## src/rtl/spg_pkg.sv

```systemverilog
// Package for the Sobel/Prewitt gradient stream: widths, codes, defaults,
// state types and the byte clamp used by the gradient unit. No dependencies.
`timescale 1ns / 1ps
package spg_pkg;

   localparam int MAX_LINE_WIDTH_DEF = 1024;
   localparam int CSR_IDX_W          = 2;
   localparam int LINE_W_W           = 11;

   localparam logic [CSR_IDX_W-1:0] CSR_KERNEL = 2'd0;
   localparam logic [CSR_IDX_W-1:0] CSR_MODE   = 2'd1;
   localparam logic [CSR_IDX_W-1:0] CSR_WIDTH  = 2'd2;
   localparam logic [CSR_IDX_W-1:0] CSR_GAIN   = 2'd3;

   localparam logic [1:0] MODE_VERT = 2'd0;
   localparam logic [1:0] MODE_HORZ = 2'd1;
   localparam logic [1:0] MODE_L1   = 2'd2;
   localparam logic [1:0] MODE_L2   = 2'd3;

   localparam logic OP_PIXEL = 1'b0;
   localparam logic OP_FLUSH = 1'b1;

   // pixel sequencer states
   typedef enum logic [2:0] {
      S_CLEAR, S_IDLE, S_READ, S_FIRST, S_WAIT1, S_SECOND, S_WAIT2, S_OUT
   } seq_state_type;

   // gradient unit states
   typedef enum logic [2:0] {G_IDLE, G_GRAD, G_SQ, G_ROOT, G_GAIN} grad_state_type;

   typedef struct packed {
      logic [7:0] tl, tc, tr, ml, mr, bl, bc, br;
   } win_type;

   typedef struct packed {
      logic       kernel;
      logic [1:0] mode;
      logic [7:0] gain;
   } cfg_type;

   // Clamp a signed 12-bit sum to 0..255
   function automatic logic [7:0] sat_byte(input logic signed [11:0] v);
      logic [7:0] r;
      if (v < 0) r = 8'd0;
      else if (v > 12'sd255) r = 8'd255;
      else r = v[7:0];
      return r;
   endfunction

endpackage

```

## src/rtl/spg_grad.sv

```systemverilog
// Gradient and norm unit: registered stages from window to result byte.
// Depends on spg_pkg.
`timescale 1ns / 1ps
module spg_grad (
   input  logic               clock,
   input  logic               reset,
   input  logic               start,
   input  spg_pkg::win_type   win,
   input  spg_pkg::cfg_type   cfg,
   output logic               done,
   output logic [7:0]         result
);
   import spg_pkg::*;

   grad_state_type st_ff, st_in;
   logic signed [8:0] dv_ff, dh_ff;
   logic [7:0] cv_ff, ch_ff;
   logic [16:0] sq_ff;
   logic [8:0] r_ff;
   logic [9:0] bit_ff;
   logic [7:0] res_ff, res_in;
   logic signed [8:0] dv_in, dh_in;
   logic [7:0] cv_in, ch_in;
   logic [16:0] sq_in;
   logic [8:0] r_in;
   logic [9:0] bit_in;
   logic done_in, done_ff;
   logic signed [11:0] gv, gh, l1;
   logic [9:0] wsum_b, wsum_t, wsum_r, wsum_l;
   logic [9:0] trial;
   logic [19:0] trial_sq;
   logic [16:0] rr;
   logic [16:0] prod;

   // weighted column sums
   always_comb begin
      if (cfg.kernel) begin
         wsum_b = {2'b0, win.bc}; wsum_t = {2'b0, win.tc};
         wsum_r = {2'b0, win.mr}; wsum_l = {2'b0, win.ml};
      end else begin
         wsum_b = {1'b0, win.bc, 1'b0}; wsum_t = {1'b0, win.tc, 1'b0};
         wsum_r = {1'b0, win.mr, 1'b0}; wsum_l = {1'b0, win.ml, 1'b0};
      end
      gv = $signed({2'b0, wsum_b} + {4'b0, win.bl} + {4'b0, win.br})
         - $signed({2'b0, wsum_t} + {4'b0, win.tl} + {4'b0, win.tr});
      gh = $signed({2'b0, wsum_r} + {4'b0, win.tr} + {4'b0, win.br})
         - $signed({2'b0, wsum_l} + {4'b0, win.tl} + {4'b0, win.bl});
   end

   assign trial    = {1'b0, r_ff} + bit_ff;
   assign trial_sq = trial * trial;
   assign rr       = {8'b0, r_ff} * {8'b0, r_ff} + {8'b0, r_ff};
   assign prod     = {8'b0, r_ff} * {9'b0, cfg.gain};
   assign l1 = (dv_ff < 0 ? -{{3{dv_ff[8]}}, dv_ff} : {{3{dv_ff[8]}}, dv_ff})
             + (dh_ff < 0 ? -{{3{dh_ff[8]}}, dh_ff} : {{3{dh_ff[8]}}, dh_ff})
             + 12'sd128;

   // sequence the stages; the root takes one bit per cycle
   always_comb begin
      st_in = st_ff; dv_in = dv_ff; dh_in = dh_ff; cv_in = cv_ff; ch_in = ch_ff;
      sq_in = sq_ff; r_in = r_ff; bit_in = bit_ff; res_in = res_ff; done_in = 1'b0;
      case (st_ff)
         G_IDLE: if (start) begin
            cv_in = sat_byte(gv + 12'sd128);
            ch_in = sat_byte(gh + 12'sd128);
            st_in = G_GRAD;
         end
         G_GRAD: begin
            dv_in = $signed({1'b0, cv_ff}) - 9'sd128;
            dh_in = $signed({1'b0, ch_ff}) - 9'sd128;
            st_in = G_SQ;
         end
         G_SQ: begin
            case (cfg.mode)
               MODE_VERT: begin res_in = cv_ff; done_in = 1'b1; st_in = G_IDLE; end
               MODE_HORZ: begin res_in = ch_ff; done_in = 1'b1; st_in = G_IDLE; end
               MODE_L1: begin res_in = sat_byte(l1); done_in = 1'b1; st_in = G_IDLE; end
               default: begin
                  sq_in = 17'(dv_ff * dv_ff) + 17'(dh_ff * dh_ff);
                  r_in = 9'd0; bit_in = 10'd256; st_in = G_ROOT;
               end
            endcase
         end
         G_ROOT: begin
            if ({10'b0, sq_ff} >= trial_sq) r_in = trial[8:0];
            bit_in = bit_ff >> 1;
            if (bit_ff == 10'd1) st_in = G_GAIN;
         end
         G_GAIN: begin
            // round the root, then scale
            if (sq_ff > rr) r_in = r_ff + 9'd1;
            if (sq_ff > rr) st_in = G_GAIN; // applied next cycle
            bit_in = bit_ff;
            if (!(sq_ff > rr)) begin
               res_in = (prod > 17'd255) ? 8'd255 : prod[7:0];
               done_in = 1'b1; st_in = G_IDLE;
            end
            if (sq_ff > rr) sq_in = 17'd0; // keep the next pass from adding again
         end
         default: st_in = G_IDLE;
      endcase
   end

   always_ff @(posedge clock) begin
      if (reset) begin
         st_ff <= G_IDLE; done_ff <= 1'b0;
      end else begin
         st_ff <= st_in; done_ff <= done_in;
      end
      dv_ff <= dv_in; dh_ff <= dh_in; cv_ff <= cv_in; ch_ff <= ch_in;
      sq_ff <= sq_in; r_ff <= r_in; bit_ff <= bit_in; res_ff <= res_in;
   end

   assign done   = done_ff;
   assign result = res_ff;
endmodule

```

## config.mk

```make
export PLATFORM = sky130hd
export DESIGN_NAME = spg_grad
export DESIGN_NICKNAME = d
export VERILOG_FILES = /design/src/rtl/spg_pkg.sv /design/src/rtl/spg_grad.sv
export SDC_FILE = /design/constraint.sdc
export NUM_CORES = 1
export LEC_CHECK = 0
export ABC_CLOCK_PERIOD_IN_PS = 7500
export BUFFER_PORTS_ARGS = -buffer_cell sky130_fd_sc_hd__buf_2
export CORE_AREA = 4 4 202 351
export DETAILED_ROUTE_END_ITERATION = 6
export DIE_AREA = 0 0 206 355
export SETUP_SLACK_MARGIN = 0.3
export SLEW_MARGIN = 30
export SYNTH_ARGS = -nofsm -noshare
export SYNTH_HDL_FRONTEND = slang
export SYNTH_SLANG_ARGS = --single-unit
```

## constraint.sdc

```tcl
create_clock -name clock -period 7.5 [get_ports clock]
set_clock_uncertainty 0.05 [all_clocks]
set_input_delay 0.75 -clock clock [delete_from_list [all_inputs] [get_ports clock]]
set_output_delay 0.75 -clock clock [all_outputs]
set_load 0.005 [all_outputs]
```

==> impl_metrics.csv, run 1 <==
group,metric,value,unit
run_status,run_status,"finished, final reports clean",
min_path,min_delay_path_depth,0,
worst_setup_path,critical_path_required,7.51,ns
timing,timing.final.setup_violations,0,
finish,share_of_final_layout_standard_cells_stronger_than_drive_strength_1,0.145,
worst_setup_path,timing.critical_path.slowest_stage_cell,"sky130_fd_sc_hd__fa_1",
finish,seq_area,0.00233,sq mm
synthesis,synthesis.area,0.0203,sq mm
worst_setup_path,crit_top_cell,"sky130_fd_sc_hd__fa_1",
routing,initialDrtViolationCount,585,
global_route,grt_antenna_before_repair,4,
min_path,hold_path_class,"reg2reg",
timing,tightestPinTransition,0.901,ns
routing,detail_route.drc_violations,0,
worst_setup_path,ff2ff_path_depth,31,
clock_network,worst_skew_pair.late_latency,0.36,ns
synthesis,synthTopCellsByArea,"sky130_fd_sc_hd__fa_1 32%, sky130_fd_sc_hd__ha_1 19%, sky130_fd_sc_hd__edfxtp_1 11%",
worst_setup_path,crit_path_max_fanout,4,
synthesis,synth_largest_type_area_fraction,0.316,
synthesis,async_flop_share,0,
global_route,vias_in_the_first_global_route,16600,
clock_network,cts_buffers,9,
timing,max_clock_freq,138,MHz
routing,detailroute.via_count,14900,
synthesis,synth_seq_cells,79,
floorplan,row_count,127,
job,cap_violations,0,
worst_setup_path,cp_data_arrival_time,7.27,ns
finish,num-nets-final,2994,
finish,area_delta_synth_final,15.4,%
synthesis,synth_edf_count,75,
worst_setup_path,timing.setup.critical_path_class,"reg2reg",
floorplan,chipHeight,355,um
floorplan,die_area,0.0731,sq mm
finish,stdcell_count,3198,
routing,drt_pass1_iterations,5,
routing,route.final.wire_length,51.4,mm
routing,routedWlPerCell,16.1,um
worst_setup_path,setup.worst_path.start_class,"flop",
synthesis,most_common_flop_cell_mapped_by_yosys,"sky130_fd_sc_hd__edfxtp_1",
routing,drtAntennaViolNets,0,
clock_network,clock_pin_slew_worst_setup_and_hold_paths,0.07,ns
worst_setup_path,endpoint_kind,"flop",
global_route,grt_start_max_net_pins,23,
finish,final.fill_count,7064,
clock_network,clock_tree_from_tritoncts,"yes",
placement,place.detailed.instances,3148,
finish,multiInputGateArea,0.0166,sq mm
clock_network,cts.root.buffer_cell,"sky130_fd_sc_hd__clkbuf_16",
floorplan,ios,87,
floorplan,design.core.area,0.0683,sq mm
timing,number_of_pins_with_negative_max_slew_slack_in_the_final_report,0,
synthesis,avgSynthCellArea,9.48,sq um
placement,gp_congestion,0.963,
timing,max_slew_margin,0.398,
routing,routed_via_count_divided_by_cell_count,4.67,
timing,setup-tns-final,0,ns
synthesis,synthesis.instances,2136,
finish,post-route-util,0.342,
worst_setup_path,timing.critical_path.slowest_cell_delay,0.51,ns
clock_network,sinks_on_the_clock_net,79,
global_route,grt_remaining_overflow,0,
synthesis,synth.yosys.warnings,0,
synthesis,synth.largest_area_cell,"sky130_fd_sc_hd__fa_1",
clock_network,cts-root-to-sink-buffers,2,
placement,dp_hpwl,44.3,mm
timing,finalHoldViolCount,0,
worst_setup_path,rrSetupSlack,0.24,ns
timing,fin_crit,7.26,ns
floorplan,floorplan.initialDensity,0.296,
clock_network,htree_levels,3,
placement,portBuffers,86,
synthesis,netlist-cell-type-count,74,
synthesis,synth-seq-area-share,0.115,
timing,rsz0062_at_grt,"yes",
floorplan,die_x,206,um
global_route,grt_first_pass_wirelength,82.7,mm
timing,portion_of_the_clock_cycle_consumed_by_the_worst_path_in_the_final_layout,0.967,
global_route,grt_util_all_layers,0.142,
clock_network,cts_hold_buffers,0,
path summary, 6_finish.rpt:
| path | to | from |
|---|---|---|
| worst min-delay path | dh_ff[0]$_DFFE_PP_ | ch_ff[0]$_SDFFCE_PN0P_ |
| worst min register to register | dh_ff[0]$_DFFE_PP_ | ch_ff[0]$_SDFFCE_PN0P_ |
| worst max register to register | r_ff[7]$_DFFE_PP_ | bit_ff[1]$_SDFFCE_PN0P_ |
| worst max-delay path | r_ff[7]$_DFFE_PP_ | bit_ff[1]$_SDFFCE_PN0P_ |
logic make-up (layout without fill, tap and decap cells):
family | count (synthesis) | in the layout | share of synthesized area
adder cells (fa/ha/maj) | 630 | 630 | 0.508
AND/OR/NAND/NOR | 506 | 506 | 0.124
buffers and inverters | 505 | 654 | 0.0936
AO/OA/AOI/OAI | 257 | 258 | 0.0872
XOR/XNOR | 122 | 122 | 0.0527
flip-flops | 79 | 79 | 0.115
multiplexers | 36 | 36 | 0.0191
other | 1 | 10 | 0.000185
per-stage QoR:
stage          hold WS (ns)  setup WS [ns]  cell area (sq um)
2_1_floorplan         0.377          0.302              20400
3_3_place_gp          0.399         0.0828              22300
3_5_place_dp          0.393         0.0203              22300
4_1_cts               0.408          0.277              22900
5_1_grt               0.419         -0.125              23400
6_report              0.410          0.245              23400
critical path, delay by kind of cell (launching register included):
family	cells	cell delay [ns]
adder cells (fa/ha/maj)	8	3.20
AO/OA/AOI/OAI	13	2.29
flip-flops	1	0.45
buffers and inverters	5	0.43
XOR/XNOR	2	0.26
AND/OR/NAND/NOR	3	0.26
sequential cells by signal, summed over array words and instances, names as in the netlist:
name	flops
bit_ff	9
ch_ff	8
cv_ff	8
dh_ff	8
done	1
dv_ff	8
r_ff	9
result	8
sq_ff	17
st_ff	3
layout make-up:
type / count / area share
Inverter: 455 / 0.0734
Tap cell: 903 / 0.0483
Sequential cell: 79 / 0.0998
Clock inverter: 7 / 0.00343
Clock buffer: 9 / 0.00964
Antenna cell: 4 / 0.000428
Multi-Input combinational cell: 1558 / 0.710
Timing Repair Buffer: 183 / 0.0550
cell usage after synthesis (5+ instances only):
cell,instances
sky130_fd_sc_hd__clkbuf_1,43
sky130_fd_sc_hd__ha_1,310
sky130_fd_sc_hd__edfxtp_1,75
sky130_fd_sc_hd__nor2b_1,22
sky130_fd_sc_hd__o21a_1,35
sky130_fd_sc_hd__inv_1,455
sky130_fd_sc_hd__nand3_1,26
sky130_fd_sc_hd__nor2_1,90
sky130_fd_sc_hd__xor2_1,45
sky130_fd_sc_hd__mux2_2,20
sky130_fd_sc_hd__a21oi_1,56
sky130_fd_sc_hd__nand4_1,6
sky130_fd_sc_hd__o22ai_1,7
sky130_fd_sc_hd__o21ai_0,48
sky130_fd_sc_hd__o21bai_1,8
sky130_fd_sc_hd__xnor2_1,77
sky130_fd_sc_hd__nand2b_1,24
sky130_fd_sc_hd__nor3_1,21
sky130_fd_sc_hd__or3_1,9
sky130_fd_sc_hd__o21ai_1,14
sky130_fd_sc_hd__a21o_1,24
sky130_fd_sc_hd__a31oi_1,5
sky130_fd_sc_hd__nand3b_1,5
sky130_fd_sc_hd__o221a_1,8
sky130_fd_sc_hd__nand2_1,163
sky130_fd_sc_hd__and3_1,11
sky130_fd_sc_hd__mux2i_1,15
sky130_fd_sc_hd__buf_1,6
sky130_fd_sc_hd__and2_1,109
sky130_fd_sc_hd__fa_1,320
routing by layer:
layer	up-vias	GRT usage	routed length, um
met2	261	0.293	30000
met4	0	0.0673	2990
li1	7109	-	-
met5	-	0	0
met3	117	0.0183	1640
met1	7462	0.133	16700
cells in the final DEF, fill, tap and decap left out, drive strengths merged, types with 7 or more instances in the layout:
cell type,n
buf,180
and3,11
a31oi,7
a21o,24
clkbuf,12
ha,310
nor2b,22
o221a,8
o21ai,64
nand3,27
mux2,21
o22ai,7
o21bai,8
a21boi,7
nand2,163
or3,9
fa,320
xnor2,77
mux2i,15
inv,457
nand2b,24
nor2,90
and2,110
o21a,36
a21oi,59
xor2,45
o31ai,7
nor3,22
edfxtp,75
repair_timing:
item | in CTS | in global routing
endpoints found under the setup margin | 26 | 35
pin swaps | 39 | 50
hold endpoints to repair | 0 | 0
buffers inserted | 12 | 14
resized for setup | 40 | 74
gates cloned | 1 | 3
Power of run 1 is not shown: default switching activity piles up to over one toggle a cycle in this logic, so the estimate is an artifact.
==> run 2: changes to the inputs <==
CTS_BUF_LIST = sky130_fd_sc_hd__clkbuf_8   (was not set)
==> impl_metrics.csv, run 2 (synthesized netlist as in run 1, its figures left out) <==
group,metric,value,unit
run_status,run_status,"finished, final reports clean",
routing,drt_pass1_iterations,5,
timing,max_clock_freq,137,MHz
finish,final_common_cell,"sky130_fd_sc_hd__inv_1",
min_path,min_delay_path_depth,0,
finish,largest_register_ff_count,17,
job,cap_violations,0,
global_route,grt_first_pass_wirelength,82.7,mm
floorplan,floorplan.initialDensity,0.296,
floorplan,design.core.area,0.0683,sq mm
routing,initialDrtViolationCount,551,
clock_network,sinks_on_the_clock_net,79,
min_path,timing.hold.worst.start,"cv_ff[4]$_SDFFCE_PN0P_",
timing,finalHoldViolCount,0,
placement,gp_congestion,0.963,
worst_setup_path,r2r-start,"r_ff[1]$_DFFE_PP_",
worst_setup_path,regToRegEndpoint,"r_ff[7]$_DFFE_PP_",
clock_network,cts_buffers,9,
floorplan,die_area,0.0731,sq mm
routing,routedWlPerCell,16.0,um
global_route,grt_antenna_before_repair,4,
clock_network,htree_levels,3,
worst_setup_path,cp_data_arrival_time,7.36,ns
clock_network,cts_hold_buffers,0,
finish,share_of_final_layout_standard_cells_stronger_than_drive_strength_1,0.147,
worst_setup_path,worstPathBufferInverterCount,8,
placement,portBuffers,86,
worst_setup_path,setup.worst_path.start_class,"flop",
worst_setup_path,rrSetupSlack,0.18,ns
timing,rsz0062_at_grt,"yes",
worst_setup_path,top_delay_family_on_crit_path,"adder cells",
finish,area_delta_synth_final,15.1,%
worst_setup_path,timing.critical_path.slowest_stage_cell,"sky130_fd_sc_hd__fa_1",
finish,seq_area,0.00233,sq mm
floorplan,die_x,206,um
clock_network,clock_tree_from_tritoncts,"yes",
timing,worst_slack,0.184,ns
floorplan,chipHeight,355,um
global_route,grt_util_all_layers,0.142,
routing,detailroute.via_count,14900,
finish,final.fill_count,7065,
timing,tightestPinTransition,0.869,ns
worst_setup_path,endpoint_kind,"flop",
global_route,vias_in_the_first_global_route,16600,
finish,postLayoutCellArea,0.0233,sq mm
clock_network,cts-root-to-sink-buffers,2,
routing,routed_via_count_divided_by_cell_count,4.66,
timing,number_of_pins_with_negative_max_slew_slack_in_the_final_report,0,
worst_setup_path,timing.critical_path.slowest_cell_delay,0.54,ns
finish,multiInputGateArea,0.0166,sq mm
finish,largest_registers_in_the_final_layout,"sq_ff x17, bit_ff x9, r_ff x9",
floorplan,ios,87,
timing,portion_of_the_clock_cycle_consumed_by_the_worst_path_in_the_final_layout,0.975,
placement,dp_hpwl,44.3,mm
worst_setup_path,timing.setup.critical_path_class,"reg2reg",
min_path,hold_path_class,"reg2reg",
worst_setup_path,crit_path_max_fanout,5,
worst_setup_path,crit_top_cell,"sky130_fd_sc_hd__inv_2",
finish,post-route-util,0.341,
worst_setup_path,ff2ff_path_depth,32,
routing,route.final.wire_length,51.3,mm
finish,mostFrequentLayoutCells,"441 x sky130_fd_sc_hd__inv_1, 317 x sky130_fd_sc_hd__fa_1, 288 x sky130_fd_sc_hd__ha_1",
routing,drtAntennaViolNets,0,
clock_network,clock_pin_slew_worst_setup_and_hold_paths,0.09,ns
worst_setup_path,critical_path_required,7.55,ns
finish,num-nets-final,3001,
timing,fin_crit,7.32,ns
timing,fin_hold_ws,0.411,ns
floorplan,row_count,127,
timing,max_slew_margin,0.419,
finish,max_flop_register,"sq_ff",
routing,detail_route.drc_violations,0,
min_path,timing.hold.worst_endpoint,"dv_ff[4]$_DFFE_PP_",
timing,timing.final.setup_violations,0,
worst_setup_path,startpoint_of_the_worst_setup_timing_path,"r_ff[1]$_DFFE_PP_",
placement,place_area,0.0223,sq mm
global_route,grt_remaining_overflow,0,
clock_network,worst_skew_pair.late_latency,0.39,ns
clock_network,cts.root.buffer_cell,"sky130_fd_sc_hd__clkbuf_8",
placement,post-place-ws,0.0203,ns
global_route,grt_start_max_net_pins,23,
[run 2: changes by cell type in the layout (fill, tap and decap cells not counted), moves of 3 or more]
cell                        previous run  this run
sky130_fd_sc_hd__nand2_1             156       159
sky130_fd_sc_hd__clkbuf_16            12         3
sky130_fd_sc_hd__nand2_2               6         3
sky130_fd_sc_hd__clkbuf_8              0         9
sky130_fd_sc_hd__buf_4                81        91
sky130_fd_sc_hd__buf_6                10         7
[run 2: timing repair]
item	CTS	global route
pin swaps	40	59
setup buffers	16	17
gates resized for setup	43	65
gates cloned	1	3
setup endpoints to repair	26	35
[run 2: area by class of cell]
cell class / instances / area share
multi-input cells: 1558 / 0.712
flip-flops and latches: 79 / 0.100
inverters: 455 / 0.0735
repair buffers: 190 / 0.0567
well taps: 903 / 0.0485
clock buffers: 9 / 0.00531
clock inverters: 7 / 0.00343
diodes: 4 / 0.000429
[run 2: metrics by stage]
stage / instances / setup TNS [ns]
2_1_floorplan: 2141 / 0
3_3_place_gp: 3148 / 0
3_5_place_dp: 3148 / 0
4_1_cts: 3181 / 0
5_1_grt: 3201 / -0.938
6_report: 3205 / 0
[run 2: worst max path at each step]
stage,to,slack [ns],depth (start not counted)
6_report,r_ff[7]$_DFFE_PP_,0.18,32
5_1_grt,r_ff[7]$_DFFE_PP_,-0.11,30
4_1_cts,r_ff[7]$_DFFE_PP_,0.26,31
3_5_place_dp,r_ff[4]$_DFFE_PP_,0.02,30
3_3_place_gp,r_ff[4]$_DFFE_PP_,0.08,30
2_1_floorplan,r_ff[0]$_DFFE_PP_,0.30,31
[run 2: routing by layer]
layer	part of all wire	wire length, um	up-vias	track usage
li1	-	-	7126	-
met1	0.33	16800	7460	0.133
met2	0.58	30000	247	0.294
met5	0	0	-	0
met3	0.030	1520	112	0.0186
met4	0.058	3000	0	0.0665
Power of run 2 is left out for the same reason.
==> run 3: changes to the inputs <==
ABC_CLOCK_PERIOD_IN_PS = 6700   (was 7500)
clock period = 6.7 ns   (was 7.5 ns; I/O delays follow)
==> impl_metrics.csv, run 3 (synthesized netlist as in run 1, its figures left out) <==
group,metric,value,unit
worst_setup_path,crit_top_cell,"sky130_fd_sc_hd__fa_1",
routing,detailroute.via_count,15300,
placement,post-place-ws,-0.665,ns
min_path,hold_path_class,"in2reg",
worst_setup_path,setup.worst_path.start_class,"flop",
floorplan,chipHeight,355,um
placement,dp_hpwl,47.2,mm
clock_network,clock_tree_from_tritoncts,"yes",
routing,routed_via_count_divided_by_cell_count,4.58,
worst_setup_path,endpoint_kind,"flop",
timing,fin_crit,7.37,ns
placement,gp_congestion,0.965,
worst_setup_path,top_delay_family_on_crit_path,"adder cells",
global_route,grt_antenna_before_repair,2,
routing,drt_pass1_iterations,4,
worst_setup_path,worstPathBufferInverterCount,5,
floorplan,die_x,206,um
finish,num-nets-final,3134,
floorplan,floorplan.initialDensity,0.296,
routing,initialDrtViolationCount,517,
global_route,grt_first_pass_wirelength,83.5,mm
timing,number_of_pins_with_negative_max_slew_slack_in_the_final_report,0,
timing,finalHoldViolCount,0,
finish,max_flop_register,"sq_ff",
routing,route.final.wire_length,52.7,mm
placement,place_area,0.0233,sq mm
timing,rsz0062_at_grt,"yes",
finish,largest_registers_in_the_final_layout,"sq_ff x17, bit_ff x9, r_ff x9",
routing,routedWlPerCell,15.8,um
floorplan,ios,87,
placement,portBuffers,86,
clock_network,cts.root.buffer_cell,"sky130_fd_sc_hd__clkbuf_8",
finish,share_of_final_layout_standard_cells_stronger_than_drive_strength_1,0.199,
finish,largest_register_ff_count,17,
clock_network,sinks_on_the_clock_net,79,
clock_network,clock_pin_slew_worst_setup_and_hold_paths,0.09,ns
floorplan,design.core.area,0.0683,sq mm
clock_network,htree_levels,3,
finish,area_delta_synth_final,19.6,%
clock_network,worst_skew_pair.late_latency,0.39,ns
global_route,grt_start_max_net_pins,28,
worst_setup_path,timing.critical_path.slowest_cell_delay,0.55,ns
timing,max_slew_margin,0.395,
run_status,run_status,"finished with violations",
timing,timing.final.setup_violations,35,
worst_setup_path,crit_path_max_fanout,4,
global_route,grt_remaining_overflow,0,
clock_network,cts_hold_buffers,0,
worst_setup_path,timing.setup.critical_path_class,"reg2reg",
run_status,violated_checks,"negative setup slack",
routing,drtAntennaViolNets,0,
floorplan,die_area,0.0731,sq mm
global_route,grt_util_all_layers,0.145,
timing,tightestPinTransition,0.904,ns
worst_setup_path,critical_path_required,6.76,ns
global_route,vias_in_the_first_global_route,16700,
finish,mostFrequentLayoutCells,"441 x sky130_fd_sc_hd__inv_1, 314 x sky130_fd_sc_hd__fa_1, 295 x sky130_fd_sc_hd__ha_1",
timing,fin_hold_ws,0.417,ns
finish,postLayoutCellArea,0.0242,sq mm
worst_setup_path,cp_data_arrival_time,7.43,ns
floorplan,row_count,127,
worst_setup_path,timing.critical_path.slowest_stage_cell,"sky130_fd_sc_hd__fa_1",
timing,portion_of_the_clock_cycle_consumed_by_the_worst_path_in_the_final_layout,1.10,
clock_network,cts-root-to-sink-buffers,2,
timing,max_clock_freq,136,MHz
routing,detail_route.drc_violations,0,
timing,worst_slack,-0.674,ns
clock_network,cts_buffers,9,
job,cap_violations,0,
finish,final_common_cell,"sky130_fd_sc_hd__inv_1",
==> run 3: cell count changes in the layout (fill, tap and decap cells not counted), sizes merged <==
cell	before	now
and2	110	112
buf	187	321
clkinv	4	2
inv	457	456
bufinv	1	2
diode	4	1
clkbuf	12	9
clkinvlp	0	2
==> run 3: metal layers <==
metal  global-route usage  part of all wire  vias to the layer above
met1                0.130              0.32                     7510
met5                    0           0.00015                        -
li1                     -                 -                     7393
met4               0.0899             0.077                        2
met2                0.296              0.58                      228
met3               0.0170             0.024                      133
==> run 3: timing repair <==
| action | 4_1_cts | 5_1_grt |
|---|---|---|
| endpoints found under the hold margin | 0 | 0 |
| cloned | 1 | 2 |
| resized for setup | 12 | 95 |
| endpoints found under the setup margin | 39 | 40 |
| pin swaps | 10 | 74 |
| buffers inserted | 8 | 29 |
==> run 3: area by class of cell <==
cell class / instances / area (sq um)
Fill cell: 7041 / 44100
Multi-Input combinational cell: 1560 / 16600
Sequential cell: 79 / 2330
Timing Repair Buffer: 321 / 2250
Inverter: 455 / 1710
Tap cell: 903 / 1130
Clock buffer: 9 / 124
Clock inverter: 7 / 96.3
Antenna cell: 1 / 2.50
==> run 3: final timing paths <==
check / slack, ns / endpoint / start / depth (start not counted)
hold reg to reg: 0.43 / dv_ff[4]$_DFFE_PP_ / cv_ff[4]$_SDFFCE_PN0P_ / 0
setup reg to reg: -0.67 / r_ff[3]$_DFFE_PP_ / r_ff[1]$_DFFE_PP_ / 31
setup / recovery: -0.67 / r_ff[3]$_DFFE_PP_ / r_ff[1]$_DFFE_PP_ / 31
hold / removal: 0.42 / done$_SDFF_PP0_ / reset / 2
==> run 3: through the flow <==
| stage | util | instances | TNS (ns) |
|---|---|---|---|
| finish | 0.355 | 3335 | -18.43 |
| global route | 0.355 | 3334 | -28.46 |
| CTS | 0.346 | 3303 | -17.73 |
| detailed placement | 0.341 | 3278 | -22.23 |
| global placement | 0.341 | 3278 | -17.13 |
| floorplan | - | 2141 | -3.83 |
Power of run 3 is left out for the same reason.
